`config.mk`:
```
export PLATFORM = sky130hd
export DESIGN_NAME = box_trigger_enter_leave_events
export DESIGN_NICKNAME = d
export VERILOG_FILES = /design/src/design/btel_pkg.sv /design/src/design/btel_ram.sv /design/src/design/btel_front.sv /design/src/design/btel_cmd_queue.sv /design/src/design/btel_back.sv /design/src/design/box_trigger_enter_leave_events.sv
export SDC_FILE = /design/constraint.sdc
export NUM_CORES = 2
export LEC_CHECK = 0
export BUFFER_PORTS_ARGS = -buffer_cell sky130_fd_sc_hd__buf_2
export CORE_UTILIZATION = 47
export DETAILED_ROUTE_END_ITERATION = 8
export PLACE_DENSITY = 0.63
export SYNTH_ARGS = -nofsm -noshare
export SYNTH_HDL_FRONTEND = slang
export SYNTH_SLANG_ARGS = --single-unit
export TNS_END_PERCENT = 100
```
`constraint.sdc`:
```
create_clock -name clock -period 36.4 [get_ports clock]
set_input_delay 7.28 -clock clock [delete_from_list [all_inputs] [get_ports clock]]
set_output_delay 7.28 -clock clock [all_outputs]
set_load 0.05 [all_outputs]
```
`src/design/btel_pkg.sv`:
```
// Shared types, sizes and event codes of the trigger-box event block.
`default_nettype none
package btel_pkg;

   localparam int MAX_BOXES   = 32;
   localparam int MAX_INSIDE  = 6;
   localparam int QUEUE_DEPTH = 2;

   localparam int BOX_IDX_W    = (MAX_BOXES > 1) ? $clog2(MAX_BOXES) : 1;
   localparam int BOX_CNT_W    = $clog2(MAX_BOXES + 1);
   localparam int INSIDE_IDX_W = (MAX_INSIDE > 1) ? $clog2(MAX_INSIDE) : 1;
   localparam int INSIDE_CNT_W = $clog2(MAX_INSIDE + 1);

   localparam int SLOT_W     = 5;
   localparam int COORD_W    = 16;
   localparam int NAME_W     = 16;
   localparam int CORNER_W   = 3 * COORD_W;
   localparam int REQ_DATA_W = 168;
   localparam int RSP_DATA_W = 16;
   localparam int CFG_W      = 6;
   localparam int CSR_DATA_W = 32;
   localparam int CSR_ADDR_W = 3;

   // Register index as seen in paddr[2].
   localparam logic CSR_IDX_ACTIVE_BOXES = 1'b0;

   localparam logic KIND_LOAD     = 1'b0;
   localparam logic KIND_POSITION = 1'b1;

   localparam logic [1:0] EV_ENTERED = 2'd0;
   localparam logic [1:0] EV_STILL   = 2'd1;
   localparam logic [1:0] EV_LEFT    = 2'd2;

   // One classified command from the front to the back. For a position
   // update the point travels in the lo field.
   typedef struct packed {
      logic                is_pos;
      logic [SLOT_W-1:0]   slot;
      logic [CORNER_W-1:0] lo;
      logic [CORNER_W-1:0] hi;
      logic [NAME_W-1:0]   name;
   } cmd_type;

   // One entry of the box table memory.
   typedef struct packed {
      logic [NAME_W-1:0]   name;
      logic [CORNER_W-1:0] hi;
      logic [CORNER_W-1:0] lo;
   } box_type;

   localparam int BOX_W = $bits(box_type);

endpackage
`default_nettype wire

```
`src/design/btel_ram.sv`:
```
// Generic single-write, single-read RAM with registered read data.
`default_nettype none
module btel_ram #(
   parameter int WIDTH = 8,
   parameter int DEPTH = 16
) (
   input  wire logic                                         clock,
   input  wire logic                                         wr_en,
   input  wire logic [((DEPTH > 1) ? $clog2(DEPTH) : 1)-1:0] wr_addr,
   input  wire logic [WIDTH-1:0]                             wr_data,
   input  wire logic                                         rd_en,
   input  wire logic [((DEPTH > 1) ? $clog2(DEPTH) : 1)-1:0] rd_addr,
   output logic      [WIDTH-1:0]                             rd_data
);
   logic [WIDTH-1:0] mem_ff [DEPTH];

   always_ff @(posedge clock) begin
      if (wr_en) begin
         mem_ff[wr_addr] <= wr_data;
      end
      if (rd_en) begin
         rd_data <= mem_ff[rd_addr];
      end
   end
endmodule
`default_nettype wire

```
`src/design/btel_front.sv`:
```
// Front part: accepts input transfers, classifies them and holds the register.
`default_nettype none
module btel_front import btel_pkg::*; (
   input  wire logic                  clock,
   input  wire logic                  reset,
   input  wire logic                  req_tvalid,
   output logic                       req_tready,
   input  wire logic [REQ_DATA_W-1:0] req_tdata,
   input  wire logic [0:0]            req_tuser,
   input  wire logic                  csr_psel,
   input  wire logic                  csr_penable,
   input  wire logic                  csr_pwrite,
   input  wire logic [CSR_ADDR_W-1:0] csr_paddr,
   input  wire logic [CSR_DATA_W-1:0] csr_pwdata,
   output logic      [CSR_DATA_W-1:0] csr_prdata,
   output logic                       csr_pready,
   output logic                       cmd_valid,
   input  wire logic                  cmd_ready,
   output cmd_type                    cmd,
   output logic      [BOX_CNT_W-1:0]  box_count
);
   logic [CFG_W-1:0] active_boxes_ff;
   logic [CFG_W-1:0] active_boxes_in;
   logic             keep;
   logic             csr_write;

   assign csr_pready = 1'b1;
   assign csr_write  = csr_psel && csr_penable && csr_pwrite
                       && (csr_paddr[2] == CSR_IDX_ACTIVE_BOXES);

   always_comb begin
      active_boxes_in = active_boxes_ff;
      if (csr_write) begin
         active_boxes_in = csr_pwdata[CFG_W-1:0];
      end
   end

   always_ff @(posedge clock) begin
      if (reset) begin
         active_boxes_ff <= '0;
      end else begin
         active_boxes_ff <= active_boxes_in;
      end
   end

   assign csr_prdata = (csr_paddr[2] == CSR_IDX_ACTIVE_BOXES)
                       ? CSR_DATA_W'(active_boxes_ff) : '0;

   // Counts above the table size scan the whole table.
   always_comb begin
      if (32'(active_boxes_ff) > 32'(MAX_BOXES)) begin
         box_count = BOX_CNT_W'(MAX_BOXES);
      end else begin
         box_count = BOX_CNT_W'(active_boxes_ff);
      end
   end

   always_comb begin
      cmd.is_pos = (req_tuser[0] == KIND_POSITION);
      cmd.slot   = req_tdata[4:0];
      cmd.lo     = cmd.is_pos ? req_tdata[164:117] : req_tdata[52:5];
      cmd.hi     = req_tdata[100:53];
      cmd.name   = req_tdata[116:101];
   end

   // A load aimed beyond the table is taken and dropped.
   assign keep       = cmd.is_pos || (32'(cmd.slot) < 32'(MAX_BOXES));
   assign cmd_valid  = req_tvalid && keep;
   assign req_tready = !keep || cmd_ready;
endmodule
`default_nettype wire

```
`src/design/btel_cmd_queue.sv`:
```
// Short command queue between the front and the back part.
`default_nettype none
module btel_cmd_queue import btel_pkg::*; (
   input  wire logic    clock,
   input  wire logic    reset,
   input  wire logic    push_valid,
   output logic         push_ready,
   input  wire cmd_type push_cmd,
   output logic         pop_valid,
   input  wire logic    pop_ready,
   output cmd_type      pop_cmd
);
   localparam int PTR_W = (QUEUE_DEPTH > 1) ? $clog2(QUEUE_DEPTH) : 1;
   localparam int CNT_W = $clog2(QUEUE_DEPTH + 1);

   cmd_type          q_ff [QUEUE_DEPTH];
   logic [PTR_W-1:0] wr_ptr_ff, wr_ptr_in;
   logic [PTR_W-1:0] rd_ptr_ff, rd_ptr_in;
   logic [CNT_W-1:0] count_ff, count_in;
   logic             do_push, do_pop;

   assign push_ready = (count_ff != CNT_W'(QUEUE_DEPTH));
   assign pop_valid  = (count_ff != '0);
   assign pop_cmd    = q_ff[rd_ptr_ff];
   assign do_push    = push_valid && push_ready;
   assign do_pop     = pop_valid && pop_ready;

   always_comb begin
      wr_ptr_in = wr_ptr_ff;
      rd_ptr_in = rd_ptr_ff;
      count_in  = count_ff;
      if (do_push) begin
         wr_ptr_in = (wr_ptr_ff == PTR_W'(QUEUE_DEPTH - 1)) ? '0 : wr_ptr_ff + 1'b1;
      end
      if (do_pop) begin
         rd_ptr_in = (rd_ptr_ff == PTR_W'(QUEUE_DEPTH - 1)) ? '0 : rd_ptr_ff + 1'b1;
      end
      if (do_push && !do_pop) begin
         count_in = count_ff + 1'b1;
      end else if (do_pop && !do_push) begin
         count_in = count_ff - 1'b1;
      end
   end

   always_ff @(posedge clock) begin
      if (reset) begin
         wr_ptr_ff <= '0;
         rd_ptr_ff <= '0;
         count_ff  <= '0;
      end else begin
         wr_ptr_ff <= wr_ptr_in;
         rd_ptr_ff <= rd_ptr_in;
         count_ff  <= count_in;
      end
      if (do_push) begin
         q_ff[wr_ptr_ff] <= push_cmd;
      end
   end
endmodule
`default_nettype wire

```
`src/design/btel_back.sv`:
```
// Back part: box table, scan sequencer, inside lists and event output.
`default_nettype none
module btel_back import btel_pkg::*; (
   input  wire logic                  clock,
   input  wire logic                  reset,
   input  wire logic                  cmd_valid,
   output logic                       cmd_ready,
   input  wire cmd_type               cmd,
   input  wire logic [BOX_CNT_W-1:0]  box_count,
   output logic                       rsp_tvalid,
   input  wire logic                  rsp_tready,
   output logic      [RSP_DATA_W-1:0] rsp_tdata,
   output logic      [1:0]            rsp_tuser,
   output logic                       rsp_tlast
);
   typedef enum logic [1:0] {ST_IDLE, ST_SCAN, ST_LEAVE, ST_FINISH} state_type;

   state_type               state_ff, state_in;
   logic [BOX_CNT_W-1:0]    idx_ff, idx_in;
   logic [BOX_CNT_W-1:0]    cnt_ff, cnt_in;
   logic [CORNER_W-1:0]     pos_ff, pos_in;
   logic [NAME_W-1:0]       prior_ff [MAX_INSIDE];
   logic [NAME_W-1:0]       prior_in [MAX_INSIDE];
   logic [INSIDE_CNT_W-1:0] prior_cnt_ff, prior_cnt_in;
   logic [NAME_W-1:0]       fresh_ff [MAX_INSIDE];
   logic [NAME_W-1:0]       fresh_in [MAX_INSIDE];
   logic [INSIDE_CNT_W-1:0] fresh_cnt_ff, fresh_cnt_in;
   logic                    pend_v_ff, pend_v_in;
   logic [1:0]              pend_kind_ff, pend_kind_in;
   logic [NAME_W-1:0]       pend_name_ff, pend_name_in;
   logic                    out_v_ff, out_v_in;
   logic [1:0]              out_kind_ff, out_kind_in;
   logic [NAME_W-1:0]       out_name_ff, out_name_in;
   logic                    out_last_ff, out_last_in;

   logic                    ram_wr_en, ram_rd_en;
   logic [BOX_IDX_W-1:0]    ram_rd_addr;
   logic [BOX_W-1:0]        ram_rd_data;
   box_type                 box;
   box_type                 load_box;

   logic                    hit;
   logic                    found;
   logic [INSIDE_IDX_W-1:0] found_idx;
   logic [INSIDE_IDX_W-1:0] tail_idx;
   logic                    fresh_hit;
   logic                    new_ev;
   logic [1:0]              new_kind;
   logic [NAME_W-1:0]       new_name;
   logic                    out_free;
   logic                    stall;

   assign load_box.name = cmd.name;
   assign load_box.hi   = cmd.hi;
   assign load_box.lo   = cmd.lo;

   btel_ram #(.WIDTH(BOX_W), .DEPTH(MAX_BOXES)) u_box_ram (
      .clock   (clock),
      .wr_en   (ram_wr_en),
      .wr_addr (cmd.slot[BOX_IDX_W-1:0]),
      .wr_data (load_box),
      .rd_en   (ram_rd_en),
      .rd_addr (ram_rd_addr),
      .rd_data (ram_rd_data)
   );

   assign box = box_type'(ram_rd_data);

   always_comb begin
      hit = 1'b1;
      for (int a = 0; a < 3; a++) begin
         if ($signed(pos_ff[COORD_W*a +: COORD_W]) < $signed(box.lo[COORD_W*a +: COORD_W])
             || $signed(pos_ff[COORD_W*a +: COORD_W])
                >= $signed(box.hi[COORD_W*a +: COORD_W])) begin
            hit = 1'b0;
         end
      end
   end

   // First prior entry carrying the box name, and whether the fresh list has it.
   always_comb begin
      found     = 1'b0;
      found_idx = '0;
      fresh_hit = 1'b0;
      for (int j = 0; j < MAX_INSIDE; j++) begin
         if (!found && (INSIDE_CNT_W'(j) < prior_cnt_ff) && (prior_ff[j] == box.name)) begin
            found     = 1'b1;
            found_idx = INSIDE_IDX_W'(j);
         end
         if ((INSIDE_CNT_W'(j) < fresh_cnt_ff) && (fresh_ff[j] == box.name)) begin
            fresh_hit = 1'b1;
         end
      end
   end

   assign tail_idx = INSIDE_IDX_W'(prior_cnt_ff - 1'b1);

   always_comb begin
      new_ev   = 1'b0;
      new_kind = EV_LEFT;
      new_name = prior_ff[0];
      if (state_ff == ST_SCAN) begin
         new_ev   = hit;
         new_kind = found ? EV_STILL : EV_ENTERED;
         new_name = box.name;
      end else if (state_ff == ST_LEAVE) begin
         new_ev = (prior_cnt_ff != '0);
      end
   end

   // One event is held back so that the final one can carry tlast.
   assign out_free = !out_v_ff || rsp_tready;
   assign stall    = new_ev && pend_v_ff && !out_free;

   always_comb begin
      state_in     = state_ff;
      idx_in       = idx_ff;
      cnt_in       = cnt_ff;
      pos_in       = pos_ff;
      prior_in     = prior_ff;
      prior_cnt_in = prior_cnt_ff;
      fresh_in     = fresh_ff;
      fresh_cnt_in = fresh_cnt_ff;
      pend_v_in    = pend_v_ff;
      pend_kind_in = pend_kind_ff;
      pend_name_in = pend_name_ff;
      out_v_in     = out_v_ff && !rsp_tready;
      out_kind_in  = out_kind_ff;
      out_name_in  = out_name_ff;
      out_last_in  = out_last_ff;
      ram_wr_en    = 1'b0;
      ram_rd_en    = 1'b0;
      ram_rd_addr  = '0;
      cmd_ready    = 1'b0;

      if (new_ev && !stall) begin
         if (pend_v_ff) begin
            out_v_in    = 1'b1;
            out_kind_in = pend_kind_ff;
            out_name_in = pend_name_ff;
            out_last_in = 1'b0;
         end
         pend_v_in    = 1'b1;
         pend_kind_in = new_kind;
         pend_name_in = new_name;
      end

      unique case (state_ff)
         ST_IDLE: begin
            cmd_ready = 1'b1;
            if (cmd_valid) begin
               if (!cmd.is_pos) begin
                  ram_wr_en = 1'b1;
               end else begin
                  pos_in       = cmd.lo;
                  cnt_in       = box_count;
                  idx_in       = '0;
                  fresh_cnt_in = '0;
                  if (box_count == '0) begin
                     state_in = ST_LEAVE;
                  end else begin
                     ram_rd_en = 1'b1;
                     state_in  = ST_SCAN;
                  end
               end
            end
         end
         ST_SCAN: begin
            if (!stall) begin
               if (hit) begin
                  if (found) begin
                     prior_in[found_idx] = prior_ff[tail_idx];
                     prior_cnt_in        = prior_cnt_ff - 1'b1;
                  end
                  if (!fresh_hit && (fresh_cnt_ff < INSIDE_CNT_W'(MAX_INSIDE))) begin
                     fresh_in[INSIDE_IDX_W'(fresh_cnt_ff)] = box.name;
                     fresh_cnt_in = fresh_cnt_ff + 1'b1;
                  end
               end
               if (idx_ff == cnt_ff - 1'b1) begin
                  state_in = ST_LEAVE;
               end else begin
                  idx_in      = idx_ff + 1'b1;
                  ram_rd_en   = 1'b1;
                  ram_rd_addr = BOX_IDX_W'(idx_ff + 1'b1);
               end
            end
         end
         ST_LEAVE: begin
            if (prior_cnt_ff == '0) begin
               state_in = ST_FINISH;
            end else if (!stall) begin
               // Leaves go out from the head; the list shifts down behind them.
               for (int j = 0; j < MAX_INSIDE - 1; j++) begin
                  prior_in[j] = prior_ff[j+1];
               end
               prior_cnt_in = prior_cnt_ff - 1'b1;
            end
         end
         ST_FINISH: begin
            if (!pend_v_ff || out_free) begin
               if (pend_v_ff) begin
                  out_v_in    = 1'b1;
                  out_kind_in = pend_kind_ff;
                  out_name_in = pend_name_ff;
                  out_last_in = 1'b1;
                  pend_v_in   = 1'b0;
               end
               prior_in     = fresh_ff;
               prior_cnt_in = fresh_cnt_ff;
               state_in     = ST_IDLE;
            end
         end
         default: begin
            state_in = ST_IDLE;
         end
      endcase
   end

   always_ff @(posedge clock) begin
      if (reset) begin
         state_ff     <= ST_IDLE;
         prior_cnt_ff <= '0;
         fresh_cnt_ff <= '0;
         pend_v_ff    <= 1'b0;
         out_v_ff     <= 1'b0;
      end else begin
         state_ff     <= state_in;
         prior_cnt_ff <= prior_cnt_in;
         fresh_cnt_ff <= fresh_cnt_in;
         pend_v_ff    <= pend_v_in;
         out_v_ff     <= out_v_in;
      end
      idx_ff       <= idx_in;
      cnt_ff       <= cnt_in;
      pos_ff       <= pos_in;
      prior_ff     <= prior_in;
      fresh_ff     <= fresh_in;
      pend_kind_ff <= pend_kind_in;
      pend_name_ff <= pend_name_in;
      out_kind_ff  <= out_kind_in;
      out_name_ff  <= out_name_in;
      out_last_ff  <= out_last_in;
   end

   assign rsp_tvalid = out_v_ff;
   assign rsp_tdata  = out_name_ff;
   assign rsp_tuser  = out_kind_ff;
   assign rsp_tlast  = out_last_ff;
endmodule
`default_nettype wire

```
`src/design/box_trigger_enter_leave_events.sv`:
```
// Top level of the trigger-box enter/leave event block.
//
//   channel  direction  ports   carries
//   req_     in         stream  box load or position update
//   rsp_     out        stream  one enter, still-inside or leave event
//   csr_     in/out     APB     active_boxes register at byte address 0
//
// A box load is written to the box table as the back part takes it. A position
// update takes the command, scans min(active_boxes, 32) boxes with one box
// table read per cycle unless a stall holds it, sends the leave events, sees
// the prior list empty and then closes the update.
// Reset is synchronous; there is no clearing pass.
// A stalled result holds the back part when a further event is ready, and the
// closing cycle waits until the held-back event can move to the output.
// The front keeps taking transfers while the two-entry queue has room.
`default_nettype none
module box_trigger_enter_leave_events import btel_pkg::*; (
   input  wire logic                  clock,
   input  wire logic                  reset,
   input  wire logic                  req_tvalid,
   output logic                       req_tready,
   // entry_index, box_min_x, box_min_y, box_min_z, box_max_x, box_max_y,
   // box_max_z, box_name, pos_x, pos_y, pos_z, zero pad
   input  wire logic [REQ_DATA_W-1:0] req_tdata,
   // kind
   input  wire logic [0:0]            req_tuser,
   output logic                       rsp_tvalid,
   input  wire logic                  rsp_tready,
   // object_name
   output logic      [RSP_DATA_W-1:0] rsp_tdata,
   // event_kind
   output logic      [1:0]            rsp_tuser,
   output logic                       rsp_tlast,
   input  wire logic                  csr_psel,
   input  wire logic                  csr_penable,
   input  wire logic                  csr_pwrite,
   input  wire logic [CSR_ADDR_W-1:0] csr_paddr,
   input  wire logic [CSR_DATA_W-1:0] csr_pwdata,
   output logic      [CSR_DATA_W-1:0] csr_prdata,
   output logic                       csr_pready
);
   cmd_type              front_cmd;
   cmd_type              back_cmd;
   logic                 front_valid, front_ready;
   logic                 back_valid, back_ready;
   logic [BOX_CNT_W-1:0] box_count;

   btel_front u_front (
      .clock       (clock),
      .reset       (reset),
      .req_tvalid  (req_tvalid),
      .req_tready  (req_tready),
      .req_tdata   (req_tdata),
      .req_tuser   (req_tuser),
      .csr_psel    (csr_psel),
      .csr_penable (csr_penable),
      .csr_pwrite  (csr_pwrite),
      .csr_paddr   (csr_paddr),
      .csr_pwdata  (csr_pwdata),
      .csr_prdata  (csr_prdata),
      .csr_pready  (csr_pready),
      .cmd_valid   (front_valid),
      .cmd_ready   (front_ready),
      .cmd         (front_cmd),
      .box_count   (box_count)
   );

   btel_cmd_queue u_queue (
      .clock      (clock),
      .reset      (reset),
      .push_valid (front_valid),
      .push_ready (front_ready),
      .push_cmd   (front_cmd),
      .pop_valid  (back_valid),
      .pop_ready  (back_ready),
      .pop_cmd    (back_cmd)
   );

   btel_back u_back (
      .clock      (clock),
      .reset      (reset),
      .cmd_valid  (back_valid),
      .cmd_ready  (back_ready),
      .cmd        (back_cmd),
      .box_count  (box_count),
      .rsp_tvalid (rsp_tvalid),
      .rsp_tready (rsp_tready),
      .rsp_tdata  (rsp_tdata),
      .rsp_tuser  (rsp_tuser),
      .rsp_tlast  (rsp_tlast)
   );
endmodule
`default_nettype wire

```
Yosys cells after proc, flatten, opt, wreduce, memory -nomap -nowiden
Memory sizes are Yosys's and may differ from the RTL's. A register that Yosys moved wholly into a read port is not among the register bits.
Index checks and enable logic that the tools add are counted.
W data, S select, Z words.
{ "word_totals": {"in_bits": 211, "output_inout_bits": 54, "reg_bits": 309, "n_memories": 2, "word_cells": 280, "ram_bits": 3820} }
{ "op_classes": {"mux": 117, "n_bitwise": 5, "eq_ne": 29, "n_reduce_logical": 65, "add_sub_neg": 8, "order_cmp": 25} }
{ "memory_table": {"columns": ["name", "depth", "width", "read_ports", "rd_clocked_by_memory_dff", "wr", "line", "source"], "rows": [
  ["u_back.u_box_ram.mem_ff", 32, 112, 1, 1, 1, "btel_ram.sv:15", "logic [WIDTH-1:0] mem_ff [DEPTH];"],
  ["u_queue.q_ff", 2, 118, 1, 1, 1, "btel_cmd_queue.sv:16", "cmd_type q_ff [QUEUE_DEPTH];"]
]} }
{ "op_table": {"columns": ["cell", "n"], "rows": [
  ["$mux W96", 4],
  ["$pmux W80 S3", 1],
  ["$bwmux W96", 2],
  ["$eq A16 B16 Y1", 12],
  ["$mux W16", 10],
  ["$mux W80", 2],
  ["$demux W16 S3", 2],
  ["$mux W1", 50],
  ["$bmux W16 S3", 1],
  ["$ge A16 B16 Y1", 3],
  ["$lt A16 B16 Y1", 3],
  ["$mux W48", 1],
  ["$mux W3", 13],
  ["$mux W6", 6],
  ["$mux W2", 16],
  ["$pmux W16 S2", 1],
  ["$logic_and A1 B1 Y1", 31],
  ["$ne A2 B2 Y1 const B", 9],
  ["$mux W5", 3],
  ["$logic_not A1 Y1", 13],
  ["$ge A4 B4 Y1 const B", 3],
  ["$lt A1 B3 Y1 const A", 4],
  ["$lt A2 B3 Y1 const A", 4],
  ["$lt A3 B3 Y1 const A", 4],
  ["32 further kinds", 51]
]} }

Logic depth before layout (Yosys ltp)
{ "depth": {"word_depth": 33, "ltp_mapped": 18, "depth_no_buf": 13} }

Modules after synthesis
A second synthesis with hierarchy kept.
{ "unflattened": {"cells_unflattened": 8627, "hier_area_um2": 167383.0} }
{ "modules_own_cells": {"columns": ["mod", "instances", "cells_per_inst", "area_each_um2"], "rows": [
  ["btel_ram", 1, 6524, 139347.4],
  ["btel_back", 1, 1519, 17461.7],
  ["btel_cmd_queue", 1, 391, 8803.4],
  ["btel_front", 1, 193, 1770.4]
]} }

Worst setup path before layout
No wires, ideal clock.
{ "synth_path": {"kind": "input to register", "startpoint": "input port rsp_tready", "endpoint": "register u_back.u_box_ram.rd_data[0] (read register of u_back.u_box_ram.mem_ff), enable pin", "cell_stages": 9, "path_buffers": 2, "required_time_ps": 35663, "arrival_ps": 16313, "setup_time_ps": 737, "path_slack_ps": 19350, "path_cell_list": "nand2b_1 > nor2_1 > nand2_1 > nor2_1 > nand2_1 > clkbuf_1 > clkbuf_1 > nand2_1 > o21ai_0"} }
{ "synth_via": {"elab_chain_cells": 5, "elab_cells_between_ends": 7, "classes_between": "4 x mux; 3 x reduce/logical"} }
{ "synth_rtl": {"columns": ["element", "line", "source"], "rows": [
  ["start: declaration", "box_trigger_enter_leave_events.sv:28", "input wire logic rsp_tready,"],
  ["$logic_or A1 B1 Y1", "btel_back.sv:112", "assign out_free = !out_v_ff || rsp_tready;"],
  ["$logic_not A1 Y1", "btel_back.sv:113", "assign stall = new_ev && pend_v_ff && !out_free;"],
  ["$logic_and A1 B1 Y1", "btel_back.sv:113", null],
  ["$mux W1", "btel_back.sv:169", "if (!stall) begin"],
  ["$pmux W1 S2", "btel_back.sv:148", "unique case (state_ff)"],
  ["net u_back.ram_rd_en", "btel_back.sv:36", "logic ram_wr_en, ram_rd_en;"],
  ["end: declaration", "btel_ram.sv:13", "output logic [WIDTH-1:0] rd_data"]
]} }
The timed path passes the listed nets, and every way through them passes these cells.
A chain may end at the register's enable or synchronous reset.

Worst setup path in the final report
{ "layout_path": {"startpoint": "input port csr_paddr[2]", "endpoint": "output port csr_prdata[5]"} }
{ "layout_via": {"elab_chain_cells": 1} }
{ "layout_rtl": {"columns": ["element", "line", "source"], "rows": [
  ["start: declaration", "box_trigger_enter_leave_events.sv:37", "input wire logic [CSR_ADDR_W-1:0] csr_paddr,"],
  ["$mux W6", "btel_front.sv:47", "? CSR_DATA_W'(active_boxes_ff) : '0;"],
  ["end: declaration", "box_trigger_enter_leave_events.sv:39", "output logic [CSR_DATA_W-1:0] csr_prdata,"]
]} }
No other way between the ends.

==> results.py <==
metrics = {
    "synth": {
        "synth-edff-count": 4202,
        "synth-seq-cells": 4242,
        "syn_area_sq_um": 167000,
        "synth_flop_cell": "edfxtp_1",
        "ys_seq_area_share_pct": 76.1,
        "avgSynthCellArea_sq_um": 14.7,
        "synth_warnings": 0,
        "synthArstFlopShare_pct": 0,
        "syn_inst": 11370,
        "ys_types": 83,
    },
    "floorplanning": {
        "num_rows": 218,
        "start_util_pct": 47.3,
        "ioPinCount": 265,
        "die_w_um": 598,
        "die-height_um": 598,
        "coreArea_sq_um": 353000,
        "die_area_sq_um": 358000,
    },
    "place": {
        "finalWeightedCongestion": 0.890,
        "postPlaceCellArea_sq_um": 173000,
        "place_ws_ns": 21.31,
        "io_buffer_count": 206,
        "dpl.hpwl_um": 257000,
    },
    "clock_tree": {
        "cts_made_buffers": 425,
        "h-tree-depth": 5,
        "holdBufCountCts": 0,
        "clock_latency_ns": 1.01,
        "cts_tree": "yes",
        "post-cts-setup-buffers": 0,
        "ctsResizeCount": 0,
        "cts.sinks": 4242,
        "clockRootBuffer": "clkbuf_16",
        "cts_max_path_buffers": 4,
        "clkSlewWorstSetupHoldPaths_ns": 0.06,
    },
    "timing": {
        "worst_slew_pin_slew_ns": 1.33,
        "drv_slew": 0,
        "rsz0062_at_grt": "false",
        "skew_ns": 0.0567,
        "setup_ws_ns": 21.33,
        "period_share_pct": 41.4,
        "hold_viol_final": 0,
        "max_slew_margin_pct": 11.3,
        "fmax_mhz": 66.4,
        "fin_setup_tns_ns": 0,
        "finalCriticalPeriod_ns": 15.07,
        "timing.hold.ws_ns": 0.467,
        "finalSetupViolations": 0,
    },
    "layout": {
        "fill_cells": 28131,
        "final_nets": 11800,
        "regArea_sq_um": 127000,
        "area_delta_synth_final_pct": 12.2,
        "stdcell_area_sq_um": 187000,
        "drive_above_1_share_pct": 11.1,
        "multi_input_area_sq_um": 37000,
    },
    "critical_path": {
        "max_stage_delay_ns": 0.27,
        "cp_cell_sequence": "buf_2 -> nor2b_1 -> buf_2",
        "rrSetupSlack_ns": 29.05,
        "crit_arrival_ns": 7.79,
        "cp-start-kind": "input pin",
        "crit_top_cell": "buf_2",
        "crit_fanout": 7,
        "worstSetupPathType": "input pin to output port",
        "cp_slowest_cell": "buf_2",
        "worst_setup_path_end_kind": "output port",
        "required_ns": 29.12,
    },
    "pwr": {
        "powerDensity_nw_per_um2": 71.9,
        "ir_drop_mv": 0.0740,
        "finalPower_uw": 13500,
        "p_leak_uw": 0.0619,
    },
    "drt": {
        "antenna_left": 0,
        "wl_per_cell_um": 30.1,
        "drc": 0,
        "routed_wl_um": 499000,
        "drtPass1Iterations": 6,
        "drt-initial-drc-count": 14785,
        "viasPerCell": 6.27,
        "num_vias": 103819,
    },
    "global_routing": {
        "overflow": 0,
        "grtUsageTotal_pct": 27.3,
        "grt_pass1_wl_um": 705000,
        "grt_pass1_vias": 99140,
        "grt_max_degree": 157,
        "antenna_found_initial": 30,
    },
    "outcome": {
        "status": "complete, no violations",
    },
    "min_path": {
        "hp-class": "register to register",
    },
    "run": {
        "cap_viol_max_count": 0,
    },
}
power breakdown:
group	total, uW	leakage, uW	switching (uW)	internal (uW)
Clock	4370	0.00674	1870	2510
Combinational	2870	0.0169	2150	718
Sequential	6210	0.0383	163	6050
flip-flops by register name, indices dropped and copies added (netlist names), 6 cells and up, named ones only:
register	cells
u_queue.q_ff	236
u_back.pos_ff	48
u_back.pend_name_ff	16
u_back.cnt_ff	6
u_back.rsp_tdata	16
u_back.u_box_ram.mem_ff	3584
u_front.active_boxes_ff	6
u_back.u_box_ram.rd_data	112
u_back.fresh_ff	96
u_back.prior_ff	96
u_back.idx_ff	6
area by class of cell:
type,count,area share [%]
flip-flops and latches,4242,67.8
multi-input cells,6286,19.8
clock buffers,502,5.88
well taps,4730,3.16
repair buffers,416,1.60
clock inverters,262,1.49
inverters,114,0.229
diodes,9,0.0120
kinds of logic (layout without fill, tap and decap cells):
group	after synthesis	after routing	synth area share [%]
other cells	2	36	0.00450
mux	363	363	2.47
buf+inv	867	1294	2.11
simple gates	3902	3902	10.3
compound gates	1697	1697	7.23
flops	4242	4242	76.1
xor+xnor	193	193	1.01
fa+ha+maj	104	104	0.780
layer usage:
| layer | GRT usage [%] | vias to the layer above | wire length, um |
|---|---|---|---|
| met5 | 0 | - | 73 |
| met4 | 10.3 | 12 | 20400 |
| met3 | 4.94 | 1100 | 55400 |
| met2 | 43.3 | 6323 | 231000 |
| met1 | 37.5 | 52552 | 192000 |
| li1 | - | 43832 | - |
synthesized netlist by cell type, drive strengths merged, types with 19 or more instances:
cell | number | share of area, %
a2111oi | 103 | 0.54
a21oi | 390 | 1.2
a221o | 124 | 0.74
a221oi | 205 | 1.1
a22oi | 52 | 0.23
a31oi | 238 | 0.89
and3 | 217 | 0.81
buf | 246 | 0.72
clkbuf | 507 | 1.1
dfxtp | 40 | 0.48
edfxtp | 4202 | 76
ha | 104 | 0.78
inv | 112 | 0.25
mux2 | 198 | 1.3
mux2i | 146 | 0.88
mux4 | 19 | 0.26
nand2 | 2309 | 5.2
nand3 | 564 | 1.7
nand4 | 149 | 0.56
nor2 | 366 | 0.82
nor2b | 19 | 0.071
nor3 | 45 | 0.13
nor4 | 32 | 0.13
o21ai | 138 | 0.42
o221ai | 225 | 1.2
o22ai | 120 | 0.45
or2 | 21 | 0.079
or4 | 106 | 0.48
xnor2 | 106 | 0.56
xor2 | 87 | 0.46
through the flow:
step           std cells  util, %
2_1_floorplan      11395        -
3_3_place_gp       15788     49.1
3_5_place_dp       15788     49.1
4_1_cts            16552     53.0
5_1_grt            16555     53.0
6_report           16561     53.0
path summary, 6_finish.rpt:
| path | start | end | depth (start not counted) |
|---|---|---|---|
| max | csr_paddr[2] | csr_prdata[5] | 3 |
| min reg2reg | u_back.pend_name_ff[8]$_DFFE_PP_ | u_back.rsp_tdata[8]$_DFF_P_ | 1 |
| max reg2reg | u_back.pos_ff[13]$_DFFE_PP_ | u_back.u_box_ram.rd_data[110]$_DFFE_PP_ | 14 |
| min | u_back.pend_name_ff[8]$_DFFE_PP_ | u_back.rsp_tdata[8]$_DFF_P_ | 1 |
layout by cell type, fill, tap and decap left out, types with 119 or more instances in the layout:
| master | netlist | final |
|---|---|---|
| nand2_1 | 2309 | 2307 |
| a31oi_1 | 238 | 238 |
| edfxtp_1 | 4202 | 4202 |
| and3_1 | 217 | 216 |
| nand4_1 | 148 | 148 |
| clkbuf_16 | 0 | 428 |
| a221oi_1 | 205 | 205 |
| buf_2 | 113 | 205 |
| a21oi_1 | 389 | 386 |
| mux2_2 | 198 | 198 |
| o221ai_1 | 225 | 225 |
| mux2i_1 | 146 | 146 |
| buf_4 | 35 | 180 |
| o21ai_0 | 131 | 127 |
| nand3_1 | 564 | 562 |
| o22ai_1 | 119 | 119 |
| a221o_1 | 124 | 124 |
| nor2_1 | 365 | 325 |
critical path: cells and delay by family:
family        cells  cell delay [ns]
buf+inv           2             0.41
simple gates      1             0.11
Note: power is estimated with default switching activity, not from simulation.
